--- src/rtl/jlsc_pkg.sv ---
// Shared types and constants for the jerk-limited S-curve ramp.
package jlsc_pkg;

  localparam int unsigned QFRAC   = 24;
  localparam int unsigned DATA_W  = 32;
  localparam int unsigned ULIM_W  = 31;
  localparam int unsigned CIDX_W  = 3;
  localparam int unsigned MDIG_W  = 4;
  localparam int unsigned MPROD_W = 2 * DATA_W;
  localparam int unsigned MRES_W  = MPROD_W - 2 - QFRAC + 1;

  localparam logic [CIDX_W-1:0] REG_ACCEL_LIMIT_UP   = 3'd0;
  localparam logic [CIDX_W-1:0] REG_ACCEL_LIMIT_DOWN = 3'd1;
  localparam logic [CIDX_W-1:0] REG_JERK_UP          = 3'd2;
  localparam logic [CIDX_W-1:0] REG_JERK_DOWN        = 3'd3;
  localparam logic [CIDX_W-1:0] REG_TIME_STEP        = 3'd4;

  localparam logic [ULIM_W-1:0] RST_ACCEL_LIMIT_UP   = 31'd16777216;
  localparam logic [DATA_W-1:0] RST_ACCEL_LIMIT_DOWN = 32'hFE666666;
  localparam logic [ULIM_W-1:0] RST_JERK_UP          = 31'd268435456;
  localparam logic [ULIM_W-1:0] RST_JERK_DOWN        = 31'd671088640;
  localparam logic [ULIM_W-1:0] RST_TIME_STEP        = 31'd83886;

  localparam logic signed [DATA_W:0] SNAP_TOL = 33'sd50332;

  typedef struct packed {
    logic [ULIM_W-1:0] accel_limit_up;
    logic [DATA_W-1:0] accel_limit_down;
    logic [ULIM_W-1:0] jerk_up;
    logic [ULIM_W-1:0] jerk_down;
    logic [ULIM_W-1:0] time_step;
  } cfg_t;

endpackage

--- src/rtl/jlsc_cfg_regs.sv ---
// Configuration register bank with reset presets and state-clear strobe.
module jlsc_cfg_regs (
  input  logic                        clk,
  input  logic                        rst_n,
  input  logic                        cfg_we,
  input  logic [jlsc_pkg::CIDX_W-1:0] cfg_index,
  input  logic [jlsc_pkg::DATA_W-1:0] cfg_data,
  output jlsc_pkg::cfg_t              cfg,
  output logic                        cfg_clear
);
  import jlsc_pkg::*;

  cfg_t cfg_r;
  cfg_t cfg_nxt;
  logic hit;

  always_comb begin
    cfg_nxt = cfg_r;
    hit     = 1'b0;
    if (cfg_we) begin
      case (cfg_index)
        REG_ACCEL_LIMIT_UP: begin
          cfg_nxt.accel_limit_up = cfg_data[ULIM_W-1:0];
          hit = 1'b1;
        end
        REG_ACCEL_LIMIT_DOWN: begin
          cfg_nxt.accel_limit_down = cfg_data;
          hit = 1'b1;
        end
        REG_JERK_UP: begin
          cfg_nxt.jerk_up = cfg_data[ULIM_W-1:0];
          hit = 1'b1;
        end
        REG_JERK_DOWN: begin
          cfg_nxt.jerk_down = cfg_data[ULIM_W-1:0];
          hit = 1'b1;
        end
        REG_TIME_STEP: begin
          cfg_nxt.time_step = cfg_data[ULIM_W-1:0];
          hit = 1'b1;
        end
        default: begin
          hit = 1'b0;
        end
      endcase
    end
  end

  always_ff @(posedge clk) begin
    if (!rst_n) begin
      cfg_r.accel_limit_up   <= RST_ACCEL_LIMIT_UP;
      cfg_r.accel_limit_down <= RST_ACCEL_LIMIT_DOWN;
      cfg_r.jerk_up          <= RST_JERK_UP;
      cfg_r.jerk_down        <= RST_JERK_DOWN;
      cfg_r.time_step        <= RST_TIME_STEP;
    end else begin
      cfg_r <= cfg_nxt;
    end
  end

  assign cfg       = cfg_r;
  assign cfg_clear = hit;

endmodule

--- src/rtl/jlsc_serial_mul.sv ---
// Radix-16 digit-serial unsigned multiplier with Q8.24 round-half-up scaling.
module jlsc_serial_mul (
  input  logic                        clk,
  input  logic                        rst_n,
  input  logic                        start,
  input  logic [jlsc_pkg::DATA_W-1:0] mcand,
  input  logic [jlsc_pkg::ULIM_W-1:0] mplier,
  output logic                        done,
  output logic [jlsc_pkg::MRES_W-1:0] result
);
  import jlsc_pkg::*;

  localparam int unsigned NDIG  = DATA_W / MDIG_W;
  localparam int unsigned CNT_W = $clog2(NDIG);
  localparam int unsigned PART_W = DATA_W + MDIG_W;

  logic [DATA_W-1:0]  mcand_r, mcand_nxt;
  logic [MPROD_W-1:0] prod_r, prod_nxt;
  logic [CNT_W-1:0]   cnt_r, cnt_nxt;
  logic               busy_r, busy_nxt;
  logic               done_r, done_nxt;
  logic [PART_W-1:0]  part;
  logic [PART_W-1:0]  upper;

  always_comb begin
    part      = PART_W'(mcand_r) * PART_W'(prod_r[MDIG_W-1:0]);
    upper     = PART_W'(prod_r[MPROD_W-1:DATA_W]) + part;
    mcand_nxt = mcand_r;
    prod_nxt  = prod_r;
    cnt_nxt   = cnt_r;
    busy_nxt  = busy_r;
    done_nxt  = done_r;
    if (start) begin
      mcand_nxt = mcand;
      prod_nxt  = {{DATA_W{1'b0}}, 1'b0, mplier};
      cnt_nxt   = '0;
      busy_nxt  = 1'b1;
      done_nxt  = 1'b0;
    end else if (busy_r) begin
      prod_nxt = {upper, prod_r[DATA_W-1:MDIG_W]};
      cnt_nxt  = cnt_r + 1'b1;
      if (cnt_r == CNT_W'(NDIG - 1)) begin
        busy_nxt = 1'b0;
        done_nxt = 1'b1;
      end
    end
  end

  always_ff @(posedge clk) begin
    if (!rst_n) begin
      busy_r <= 1'b0;
      done_r <= 1'b0;
      cnt_r  <= '0;
    end else begin
      busy_r <= busy_nxt;
      done_r <= done_nxt;
      cnt_r  <= cnt_nxt;
    end
    mcand_r <= mcand_nxt;
    prod_r  <= prod_nxt;
  end

  assign done   = done_r;
  assign result = prod_r[MPROD_W-2:QFRAC] + MRES_W'(prod_r[QFRAC-1]);

endmodule

--- src/rtl/jerk_limited_scurve_ramp_unit.sv ---
// Top level of the jerk-limited S-curve ramp: control sequencer and datapath.
// Each target word produces one result word: the new Q8.24 setpoint and the
// tracking error against the previous setpoint. A target within the snap
// tolerance of the current setpoint skips the multiplier and goes from the
// check step straight to the completion step. A full update runs two
// dependent products (jerk * time step, then acceleration * time step)
// through one shared radix-16 digit-serial multiplier, with compare and
// saturate steps around them. The next target is accepted the cycle after
// the result is registered, while that result still waits on out_ready.
// Any write to a defined register index clears the setpoint, acceleration
// and direction state; writes to the spare indexes do not.
module jerk_limited_scurve_ramp_unit (
  input  logic                        clk,
  input  logic                        rst_n,
  input  logic                        in_valid,
  output logic                        in_ready,
  input  logic [jlsc_pkg::DATA_W-1:0] in_target,
  output logic                        out_valid,
  input  logic                        out_ready,
  output logic [jlsc_pkg::DATA_W-1:0] out_setpoint,
  output logic [jlsc_pkg::DATA_W-1:0] out_tracking_error,
  input  logic                        cfg_we,
  input  logic [jlsc_pkg::CIDX_W-1:0] cfg_index,
  input  logic [jlsc_pkg::DATA_W-1:0] cfg_data
);
  import jlsc_pkg::*;

  localparam int unsigned WW = DATA_W + 9;
  localparam int unsigned BW = DATA_W + 2;
  localparam int unsigned SW = MRES_W + 1;

  typedef enum logic [2:0] {
    S_IDLE, S_CHECK, S_JS, S_ACC, S_STEP, S_BOUND, S_SNAP, S_DONE
  } state_t;

  function automatic logic [DATA_W-1:0] sat32(input logic signed [WW-1:0] v);
    if (v > $signed(WW'(32'sh7FFFFFFF)))       sat32 = 32'h7FFFFFFF;
    else if (v < -$signed(WW'(33'sh080000000))) sat32 = 32'h80000000;
    else                                          sat32 = v[DATA_W-1:0];
  endfunction

  cfg_t cfg;
  logic cfg_clear;
  logic mul_start;
  logic [DATA_W-1:0] mul_a;
  logic mul_done;
  logic [MRES_W-1:0] mul_res;

  state_t            state_r, state_nxt;
  logic [DATA_W-1:0] cur_r, cur_nxt;
  logic [DATA_W-1:0] acc_r, acc_nxt;
  logic              last_dir_r, last_dir_nxt;
  logic [DATA_W-1:0] tgt_r, tgt_nxt;
  logic [DATA_W:0]   diff_r, diff_nxt;
  logic [DATA_W-1:0] err_r, err_nxt;
  logic [DATA_W-1:0] res_r, res_nxt;
  logic [MRES_W-1:0] js_r, js_nxt;
  logic              neg_r, neg_nxt;
  logic [SW-1:0]     step_r, step_nxt;
  logic [WW-1:0]     lo_r, lo_nxt;
  logic [WW-1:0]     hi_r, hi_nxt;
  logic [WW-1:0]     sum_r, sum_nxt;
  logic              out_valid_r, out_valid_nxt;
  logic [DATA_W-1:0] out_sp_r, out_sp_nxt;
  logic [DATA_W-1:0] out_err_r, out_err_nxt;

  logic              near_tgt;
  logic              cur_neg;
  logic              cur_zero;
  logic              dir;
  logic              add;
  logic [BW-1:0]     base;
  logic [BW-1:0]     bound;
  logic [WW-1:0]     aw;
  logic [WW-1:0]     bw;
  logic              cond;
  logic [WW-1:0]     anew;
  logic [DATA_W-1:0] asat;
  logic [WW-1:0]     d1;
  logic [WW-1:0]     d2;
  logic [WW-1:0]     ao;
  logic              slot_free;

  jlsc_cfg_regs u_cfg (
    .clk       (clk),
    .rst_n     (rst_n),
    .cfg_we    (cfg_we),
    .cfg_index (cfg_index),
    .cfg_data  (cfg_data),
    .cfg       (cfg),
    .cfg_clear (cfg_clear)
  );

  jlsc_serial_mul u_mul (
    .clk    (clk),
    .rst_n  (rst_n),
    .start  (mul_start),
    .mcand  (mul_a),
    .mplier (cfg.time_step),
    .done   (mul_done),
    .result (mul_res)
  );

  always_comb begin
    cur_neg  = cur_r[DATA_W-1];
    cur_zero = (cur_r == '0);
    near_tgt = ($signed(diff_r) < SNAP_TOL) && ($signed(diff_r) > -SNAP_TOL);
    // diff is nonzero here whenever it is used
    dir      = cur_zero || ((!cur_neg) == (!diff_r[DATA_W]));

    add   = last_dir_r ^ cur_neg;
    base  = last_dir_r ? {3'b000, cfg.accel_limit_up}
                       : {{2{cfg.accel_limit_down[DATA_W-1]}}, cfg.accel_limit_down};
    bound = cur_neg ? (~base + 1'b1) : base;
    aw    = {{(WW-DATA_W){acc_r[DATA_W-1]}}, acc_r};
    bw    = {{(WW-BW){bound[BW-1]}}, bound};
    cond  = add ? ($signed(aw) < $signed(bw)) : ($signed(aw) > $signed(bw));
    if (cond) anew = add ? aw + WW'(js_r) : aw - WW'(js_r);
    else      anew = bw;
    asat  = sat32($signed(anew));

    d1  = {{(WW-DATA_W){tgt_r[DATA_W-1]}}, tgt_r} - {{(WW-SW){step_r[SW-1]}}, step_r};
    d2  = {{(WW-DATA_W){tgt_r[DATA_W-1]}}, tgt_r} + {{(WW-SW){step_r[SW-1]}}, step_r};
    ao  = {{(WW-DATA_W){1'b0}}, (cur_neg ? (~cur_r + 1'b1) : cur_r)};
    slot_free = !out_valid_r || out_ready;
  end

  always_comb begin
    state_nxt    = state_r;
    cur_nxt      = cur_r;
    acc_nxt      = acc_r;
    last_dir_nxt = last_dir_r;
    tgt_nxt      = tgt_r;
    diff_nxt     = diff_r;
    err_nxt      = err_r;
    res_nxt      = res_r;
    js_nxt       = js_r;
    neg_nxt      = neg_r;
    step_nxt     = step_r;
    lo_nxt       = lo_r;
    hi_nxt       = hi_r;
    sum_nxt      = sum_r;
    out_sp_nxt   = out_sp_r;
    out_err_nxt  = out_err_r;
    out_valid_nxt = out_valid_r && !out_ready;
    mul_start    = 1'b0;
    mul_a        = {1'b0, cfg.jerk_up};

    case (state_r)
      S_IDLE: begin
        if (in_valid) begin
          tgt_nxt   = in_target;
          diff_nxt  = {in_target[DATA_W-1], in_target} - {cur_r[DATA_W-1], cur_r};
          state_nxt = S_CHECK;
        end
      end
      S_CHECK: begin
        err_nxt = sat32($signed({{(WW-DATA_W-1){diff_r[DATA_W]}}, diff_r}));
        if (near_tgt) begin
          res_nxt   = tgt_r;
          state_nxt = S_DONE;
        end else begin
          if (dir != last_dir_r) begin
            last_dir_nxt = dir;
            acc_nxt      = '0;
          end
          mul_start = 1'b1;
          mul_a     = dir ? {1'b0, cfg.jerk_up} : {1'b0, cfg.jerk_down};
          state_nxt = S_JS;
        end
      end
      S_JS: begin
        if (mul_done) begin
          js_nxt    = mul_res;
          state_nxt = S_ACC;
        end
      end
      S_ACC: begin
        acc_nxt   = asat;
        neg_nxt   = asat[DATA_W-1];
        mul_start = 1'b1;
        mul_a     = asat[DATA_W-1] ? (~asat + 1'b1) : asat;
        state_nxt = S_STEP;
      end
      S_STEP: begin
        if (mul_done) begin
          step_nxt  = neg_r ? (~{1'b0, mul_res} + 1'b1) : {1'b0, mul_res};
          state_nxt = S_BOUND;
        end
      end
      S_BOUND: begin
        lo_nxt    = d1[WW-1] ? (~d1 + 1'b1) : d1;
        hi_nxt    = d2[WW-1] ? (~d2 + 1'b1) : d2;
        sum_nxt   = {{(WW-DATA_W){cur_r[DATA_W-1]}}, cur_r}
                  + {{(WW-SW){step_r[SW-1]}}, step_r};
        state_nxt = S_SNAP;
      end
      S_SNAP: begin
        res_nxt   = (ao >= lo_r && ao <= hi_r) ? tgt_r : sat32($signed(sum_r));
        state_nxt = S_DONE;
      end
      S_DONE: begin
        if (slot_free) begin
          cur_nxt       = res_r;
          out_sp_nxt    = res_r;
          out_err_nxt   = err_r;
          out_valid_nxt = 1'b1;
          state_nxt     = S_IDLE;
        end
      end
      default: begin
        state_nxt = S_IDLE;
      end
    endcase

    if (cfg_clear) begin
      cur_nxt      = '0;
      acc_nxt      = '0;
      last_dir_nxt = 1'b0;
    end
  end

  always_ff @(posedge clk) begin
    if (!rst_n) begin
      state_r     <= S_IDLE;
      cur_r       <= '0;
      acc_r       <= '0;
      last_dir_r  <= 1'b0;
      out_valid_r <= 1'b0;
    end else begin
      state_r     <= state_nxt;
      cur_r       <= cur_nxt;
      acc_r       <= acc_nxt;
      last_dir_r  <= last_dir_nxt;
      out_valid_r <= out_valid_nxt;
    end
    tgt_r     <= tgt_nxt;
    diff_r    <= diff_nxt;
    err_r     <= err_nxt;
    res_r     <= res_nxt;
    js_r      <= js_nxt;
    neg_r     <= neg_nxt;
    step_r    <= step_nxt;
    lo_r      <= lo_nxt;
    hi_r      <= hi_nxt;
    sum_r     <= sum_nxt;
    out_sp_r  <= out_sp_nxt;
    out_err_r <= out_err_nxt;
  end

  assign in_ready           = (state_r == S_IDLE);
  assign out_valid          = out_valid_r;
  assign out_setpoint       = out_sp_r;
  assign out_tracking_error = out_err_r;

  a_one_in_flight: assert property (@(posedge clk) disable iff (!rst_n)
    in_valid && in_ready |=> !in_ready)
    else $error("second word accepted while one is in flight");

  a_result_from_done: assert property (@(posedge clk) disable iff (!rst_n)
    $rose(out_valid) |-> $past(state_r == S_DONE))
    else $error("result word raised outside completion step");

  a_near_snap: assert property (@(posedge clk) disable iff (!rst_n)
    state_r == S_CHECK && near_tgt |=> state_r == S_DONE && res_r == tgt_r)
    else $error("near-target word did not snap to target");

  a_cfg_clears: assert property (@(posedge clk) disable iff (!rst_n)
    cfg_clear |=> cur_r == '0 && acc_r == '0 && !last_dir_r)
    else $error("register write did not clear ramp state");

endmodule

--- config.mk ---
export PLATFORM = sky130hd
export DESIGN_NAME = jerk_limited_scurve_ramp_unit
export DESIGN_NICKNAME = d
export VERILOG_FILES = /design/src/rtl/jlsc_pkg.sv /design/src/rtl/jlsc_cfg_regs.sv /design/src/rtl/jlsc_serial_mul.sv /design/src/rtl/jerk_limited_scurve_ramp_unit.sv
export SDC_FILE = /design/constraint.sdc
export NUM_CORES = 2
export LEC_CHECK = 0
export BUFFER_PORTS_ARGS = -buffer_cell sky130_fd_sc_hd__buf_2
export CAP_MARGIN = 20
export CELL_PAD_IN_SITES_DETAIL_PLACEMENT = 1
export CELL_PAD_IN_SITES_GLOBAL_PLACEMENT = 1
export CORE_MARGIN = 5
export CORE_UTILIZATION = 40
export DETAILED_ROUTE_END_ITERATION = 12
export PLACE_DENSITY = 0.68
export RECOVER_POWER = 25
export SYNTH_ARGS = -nofsm -noshare
export SYNTH_HDL_FRONTEND = slang
export SYNTH_SLANG_ARGS = --single-unit
--- constraint.sdc ---
create_clock -name clk -period 9.7 [get_ports clk]
set_clock_uncertainty 0.05 [all_clocks]
set_input_delay 0.97 -clock clk [delete_from_list [all_inputs] [get_ports clk]]
set_output_delay 0.97 -clock clk [all_outputs]
set_load 0.01 [all_outputs]
Word level (Yosys, flattened, before mapping):

Index checks and enable logic that the tools add are counted.

* logic and storage cells: 162
* bits of input ports: 72
* memory bits (read-only): 0
* latch bits: 0
* memories kept: 0
* register bits: 722
* output and inout bits: 66
* memory bits (writable): 0

* add/sub/neg operators: 15
* multiply operators: 1
* order comparisons: 12
* equality and inequality tests: 21
* reduce and logical (&&, ||, !) cells: 32
* bitwise gates (word level): 9
* divide/modulo/power cells: 0
* shift-type cells: 0
* multiplexer cells: 41

Operators by type and width (number)
* 2-to-1 mux 32 bit: 11
* case mux 32 bit (2 select lines): 3
* 2-to-1 mux 31 bit: 4
* adder 32 x 40 -> 41 bit: 3
* adder 41 x 1 -> 41 bit (second input constant): 2
* greater-than comparator 41 x 32 -> 1 bit (second input constant): 2
* less-than comparator 41 x 32 -> 1 bit (second input constant): 2
* 2-to-1 mux 41 bit: 2
* inverter 41 bit: 2
* subtractor 32 x 40 -> 41 bit: 2
* 2-to-1 mux 40 bit: 2
* 2-to-1 mux 34 bit: 2
* adder 32 x 1 -> 32 bit (second input constant): 2
* inverter 32 bit: 2
* greater-or-equal comparator 32 x 41 -> 1 bit: 1
* <= comparator 32 x 41 -> 1 bit: 1
* adder 40 x 1 -> 40 bit (second input constant): 1
* inverter 39 -> 40 bit: 1
* adder 39 x 1 -> 39 bit: 1
* 2-to-1 mux 39 bit: 1
* adder 32 x 36 -> 36 bit: 1
* multiplier 32 x 4 -> 36 bit: 1
* adder 34 x 1 -> 34 bit (second input constant): 1
* greater-than comparator 32 x 34 -> 1 bit: 1
* 32 further kinds: 80

Depth between registers and ports, before layout:

* word-level depth: 14
* depth in mapped cells: 33
* depth with buffers taken out: 29

Modules after synthesis:

From an unflattened synthesis, not the netlist that was laid out.

* cells, all modules: 5527
* area, all modules: 51172.8 um2

By module, submodules not included
* jerk_limited_scurve_ramp_unit: times used 1, area each 35746.8 um2, seq. area each 13242.7 um2, cells each 3972
* jlsc_serial_mul: times used 1, area each 9469.1 um2, seq. area each 2652.5 um2, cells each 983
* jlsc_cfg_regs: times used 1, area each 5957.0 um2, seq. area each 3123.0 um2, cells each 572

Worst setup path before layout:

No wires, ideal clock.

* kind: register to register
* start point: register last_dir_r
* end point: register u_mul.mcand_r[10] (data pin)
* cell stages (with the launch flop): 33
* clock period less this slack: 7.799 ns
* buffers on the path: 7
* required time: 9.505 ns
* data arrival time: 7.604 ns
* setup slack: 1.901 ns
* setup time: 0.145 ns
* path through: dfxtp_1 buf_2 buf_2 buf_2 buf_2 buf_2 mux2i_1 ha_1 o211ai_1 nor4_1 nand4b_1 o41ai_1 xnor2_1 ha_1 nand4_1 or4_1 or2_0 o22ai_1 a211oi_1 or2_1 buf_4 a211oi_1 a41oi_1 or3_4 and2_4 buf_6 a21o_1 inv_1 ha_1 nand2_2 or4_1 and3_1 o21ai_1

* cells in the longest elaborated chain, start to end: 14
* elaborated cells between the ends (all ways): 18
* those cells by class: 2 x add/sub; 4 x order compare; 9 x mux; 3 x bitwise

RTL lines
* start, declared: line jerk_limited_scurve_ramp_unit.sv:52 `logic last_dir_r, last_dir_nxt;`
* start signal, assigned: line jerk_limited_scurve_ramp_unit.sv:234 `last_dir_r <= last_dir_nxt;`
* 2-to-1 mux 34 bit: line jerk_limited_scurve_ramp_unit.sv:112 `base = last_dir_r ? {3'b000, cfg.accel_limit_up}`
* inverter 34 bit: line jerk_limited_scurve_ramp_unit.sv:114 `bound = cur_neg ? (~base + 1'b1) : base;`
* adder 34 x 1 -> 34 bit: line jerk_limited_scurve_ramp_unit.sv:114
* 2-to-1 mux 34 bit: line jerk_limited_scurve_ramp_unit.sv:114
* greater-than comparator 32 x 34 -> 1 bit / less-than comparator 32 x 34 -> 1 bit (equally long branches): line jerk_limited_scurve_ramp_unit.sv:117 `cond = add ? ($signed(aw) < $signed(bw)) : ($signed(aw) > $signed(bw));`
* 2-to-1 mux 1 bit: line jerk_limited_scurve_ramp_unit.sv:117
* 2-to-1 mux 41 bit *: line jerk_limited_scurve_ramp_unit.sv:118 `if (cond) anew = add ? aw + WW'(js_r) : aw - WW'(js_r);`
* less-than comparator 41 x 32 -> 1 bit: line jerk_limited_scurve_ramp_unit.sv:38 `else if (v < -$signed(WW'(33'sh080000000))) sat32 = 32'h80000000;`
* 2-to-1 mux 32 bit: line jerk_limited_scurve_ramp_unit.sv:38
* 2-to-1 mux 32 bit *: line jerk_limited_scurve_ramp_unit.sv:37 `if (v > $signed(WW'(32'sh7FFFFFFF))) sat32 = 32'h7FFFFFFF;`
* inverter 32 bit: line jerk_limited_scurve_ramp_unit.sv:182 `mul_a = asat[DATA_W-1] ? (~asat + 1'b1) : asat;`
* adder 32 x 1 -> 32 bit: line jerk_limited_scurve_ramp_unit.sv:182
* 2-to-1 mux 32 bit *: line jerk_limited_scurve_ramp_unit.sv:182
* case mux 32 bit (2 select lines) *: line jerk_limited_scurve_ramp_unit.sv:149 `case (state_r)`
* net mul_a[10]: line jerk_limited_scurve_ramp_unit.sv:45 `logic [DATA_W-1:0] mul_a;`
* end signal, assigned: line jlsc_serial_mul.sv:59 `mcand_r <= mcand_nxt;`
* end, declared: line jlsc_serial_mul.sv:17 `logic [DATA_W-1:0] mcand_r, mcand_nxt;`

Mark *: on every way through the listed nets, which the timed path passes. The rest lies on a longest branch.
A chain may end at the register's enable or synchronous reset.

Final worst setup path:

* start point: register last_dir_r
* end point: register u_mul.mcand_r[22] (data pin)

The elaborated chain is that of the path after synthesis.

==> key figures <==
Outcome
  • Run status: finished with violations
  • Failing checks: max-capacitance violations, max-slew violations

Global route
  • Number of antenna violations at the first check in global routing: 7
  • Vias in the first global route: 44,800
  • Total congestion overflow after global routing: 0
  • Wire length of the first global-routing pass: 276.1 mm
  • Overall global routing resource usage: 26.28%
  • Maximum number of pins on one net before global-route repair: 91

Worst setup path
  • CP Data Required Time: 10.12 ns
  • Library cell contributing the largest single delay on the critical path: nor4_1
  • CP arrival: 8.95 ns
  • Worst reg2reg setup slack: 1.17 ns
  • Classification of the worst setup path: flop to flop
  • Family with the most delay on the worst path: simple AND/OR/NAND/NOR gates
  • Nature of the critical path endpoint: flop
  • Number of buffers and inverters on the critical path: 5
  • Startpoint Class: flop
  • Largest stage delay on the critical path: 0.66 ns
  • Crit-path max FO: 63
  • Cell repeated most along the worst path: inv_1

Cells and area
  • Area added between synthesis and finish: 10.23%
  • Finished Cell Area: 56,550 µm²
  • Proportion of layout cells with a drive suffix above 1: 6.676%
  • Most common library cell in the layout ignoring fill and taps: nand2_1
  • Post-Layout Cell Count: 7,535
  • Commonest non-fill, non-tap cells in the layout: nand2_1, edfxtp_1, nor2_1, inv_1
  • Fin nets: 6,307

Clock network
  • Sink Count: 721
  • Insertion delay to the later sink of the worst-skew pair: 0.73 ns
  • Number of gates resized after cts: 0
  • CTS Root Buffer Type: clkbuf_16
  • Post-CTS setup-driven buffer insertion count: 0
  • Clock slew at reported path FFs: 0.06 ns
  • Clock tree from TritonCTS: yes
  • H-tree Lvls: 3
  • CTS Buffer Depth: 3
  • TritonCTS Buffers: 90
  • Post-CTS Hold Fix Bufs: 0

STA
  • Slew @ Worst Pin: 3.686 ns
  • Unrepaired setup endpoints after global routing: false
  • Max-slew headroom: -145.7%
  • Final count of hold timing violations: 0
  • Crit path time final: 8.530 ns
  • Final TNS setup: 0 ns
  • Least setup slack across all paths after layout: 1.170 ns
  • FMAX: 117.2 MHz
  • Number of setup violations in the final report: 0
  • Final worst path period share: 87.94%
  • Number of max-slew violations in the final report: 431

Synthesis
  • Number of storage elements in the synthesis netlist: 721
  • Part of the Yosys area used for sequential elements: 37.07%
  • Leading register cell type out of synthesis: edfxtp_1
  • Number of unique standard cell types used by synthesis: 111
  • Synthesized area per cell: 8.886 µm²
  • Number of synthesized flops with an enable pin: 458
  • Synth Instances: 5,774
  • Mapped Nets: 6,287
  • FFs w/ async S/R, synth: 0%
  • Count of synthesis-stage warnings from yosys: 0
  • Combined area of all synthesized cells: 51,310 µm²

Detailed routing
  • Routed Wire Length: 181.8 mm
  • DR DRC count: 0
  • Routed wire length per instance: 24.13 µm
  • Vias per cell: 5.754
  • Vias after detailed routing: 43,360
  • Count of TritonRoute iterations in the first routing pass: 6
  • Remaining antenna violation count after routing: 0
  • Count of routing violations after the opening detailed-route iteration: 2,797

Power and ir drop
  • Switching part of the total: 36.60%
  • Net switching power of the design: 4.178 mW
  • Clock share of power: 31.4%
  • P_int: 7.237 mW
  • Sequential group share of total power: 33.2%
  • Combinational share of power: 35.4%
  • Peak ir drop on the vdd network: 163.5 µV
  • Cell area power density: 201.9 nW/µm²
  • Reported leakage power: 22.29 nW

Die
  • Die height: 368.1 µm
  • Width of the die: 368.1 µm
  • Core outline area: 127,500 µm²
  • Core Rows: 131
  • Die footprint: 135,500 µm²
  • Top-level port count: 138
  • Starting utilization of the core area: 40.24%

Place
  • Routability-driven placement congestion ratio: 0.9739
  • Cell count after placement: 7,363
  • Half-perimeter wire length after detailed placement: 143.8 mm
  • DP Worst Slack: 1.441 ns
  • Post-detailed-placement cell area: 53,490 µm²
  • I/O Buffers: 137

Run
  • Number of max-capacitance violations reported: 10

Hold path
  • Hold WC Path Type: flop to flop
synth_stat cells (all sizes together), types with 96 or more instances:
cell type	n	area share (%)
nor3	120	1.2
a21boi	143	2.1
clkbuf	214	1.6
nand3	119	1.2
dfxtp	263	10
fa	96	3.7
xor2	111	1.9
o21ai	323	3.2
nand2	860	6.3
xnor2	327	5.6
nor2	405	3.0
mux2i	108	2.1
inv	379	2.8
ha	345	8.4
edfxtp	458	27
a21oi	350	3.4
state kept, by name, summed over array words and instances (netlist names), 3 cells and up:
name	cells
u_cfg.cfg	156
u_mul.prod_r	64
lo_r	41
sum_r	41
hi_r	40
step_r	40
js_r	39
diff_r	33
acc_r	32
cur_r	32
err_r	32
out_setpoint	32
out_tracking_error	32
res_r	32
tgt_r	32
u_mul.mcand_r	32
state_r	3
u_mul.cnt_r	3
path summary, 6_finish.rpt:
kind                   start                     end  cells past startpoint
setup / recovery  last_dir_r       u_mul.mcand_r[22]                     26
hold / removal     err_r[22]  out_tracking_error[22]                      0
setup reg to reg  last_dir_r       u_mul.mcand_r[22]                     26
hold reg to reg    err_r[22]  out_tracking_error[22]                      0
metrics by stage:
stage	utilization, %	hold WS (ns)	power (mW)
after floorplan	-	0.3503	6.741
after global placement	41.94	0.3553	7.760
after detailed placement	41.94	0.3561	7.868
after CTS	44.41	0.3371	11.50
after global routing	44.35	0.3759	12.11
final	44.35	0.3686	11.42
layout make-up:
class                           instances  area [µm²]
Antenna cell                            1       2.502
Clock buffer                          107        2357
Clock inverter                         63       789.5
Fill cell                           14810       70970
Inverter                              383        1439
Multi-Input combinational cell       4407       29850
Sequential cell                       721       19020
Tap cell                             1662        2079
Timing Repair Buffer                  191        1013
kinds of logic (layout without fill, tap and decap cells):
group / after synthesis / count (layout) / share of synthesized area (%)
compound gates: 1422 / 1422 / 18.13
fa+ha+maj: 441 / 441 / 12.16
flops: 721 / 721 / 37.07
mux: 118 / 118 / 2.326
xor+xnor: 438 / 438 / 7.477
other cells: 0 / 1 / 0
simple gates: 1988 / 1988 / 17.86
buf+inv: 646 / 744 / 4.987
per-layer routing:
layer / global-route usage, % / up-vias / part of all wire [%]
met2: 46.63 / 855 / 49
met4: 10.21 / 8 / 4.5
li1: - / 20530 / -
met3: 3.553 / 324 / 3.9
met5: 0 / - / 0.024
met1: 32.34 / 21640 / 42
power by group through the flow:
stage | clock [mW] | combinational [mW] | sequential [mW]
final | 3.58 | 4.04 | 3.79
after floorplan | 0 | 3.01 | 3.73
after global placement | 0 | 3.91 | 3.85
after CTS | 3.66 | 4.04 | 3.79
after detailed placement | 0 | 4.01 | 3.86
after global routing | 3.78 | 4.51 | 3.82
Power figures use the tool's default switching activity.
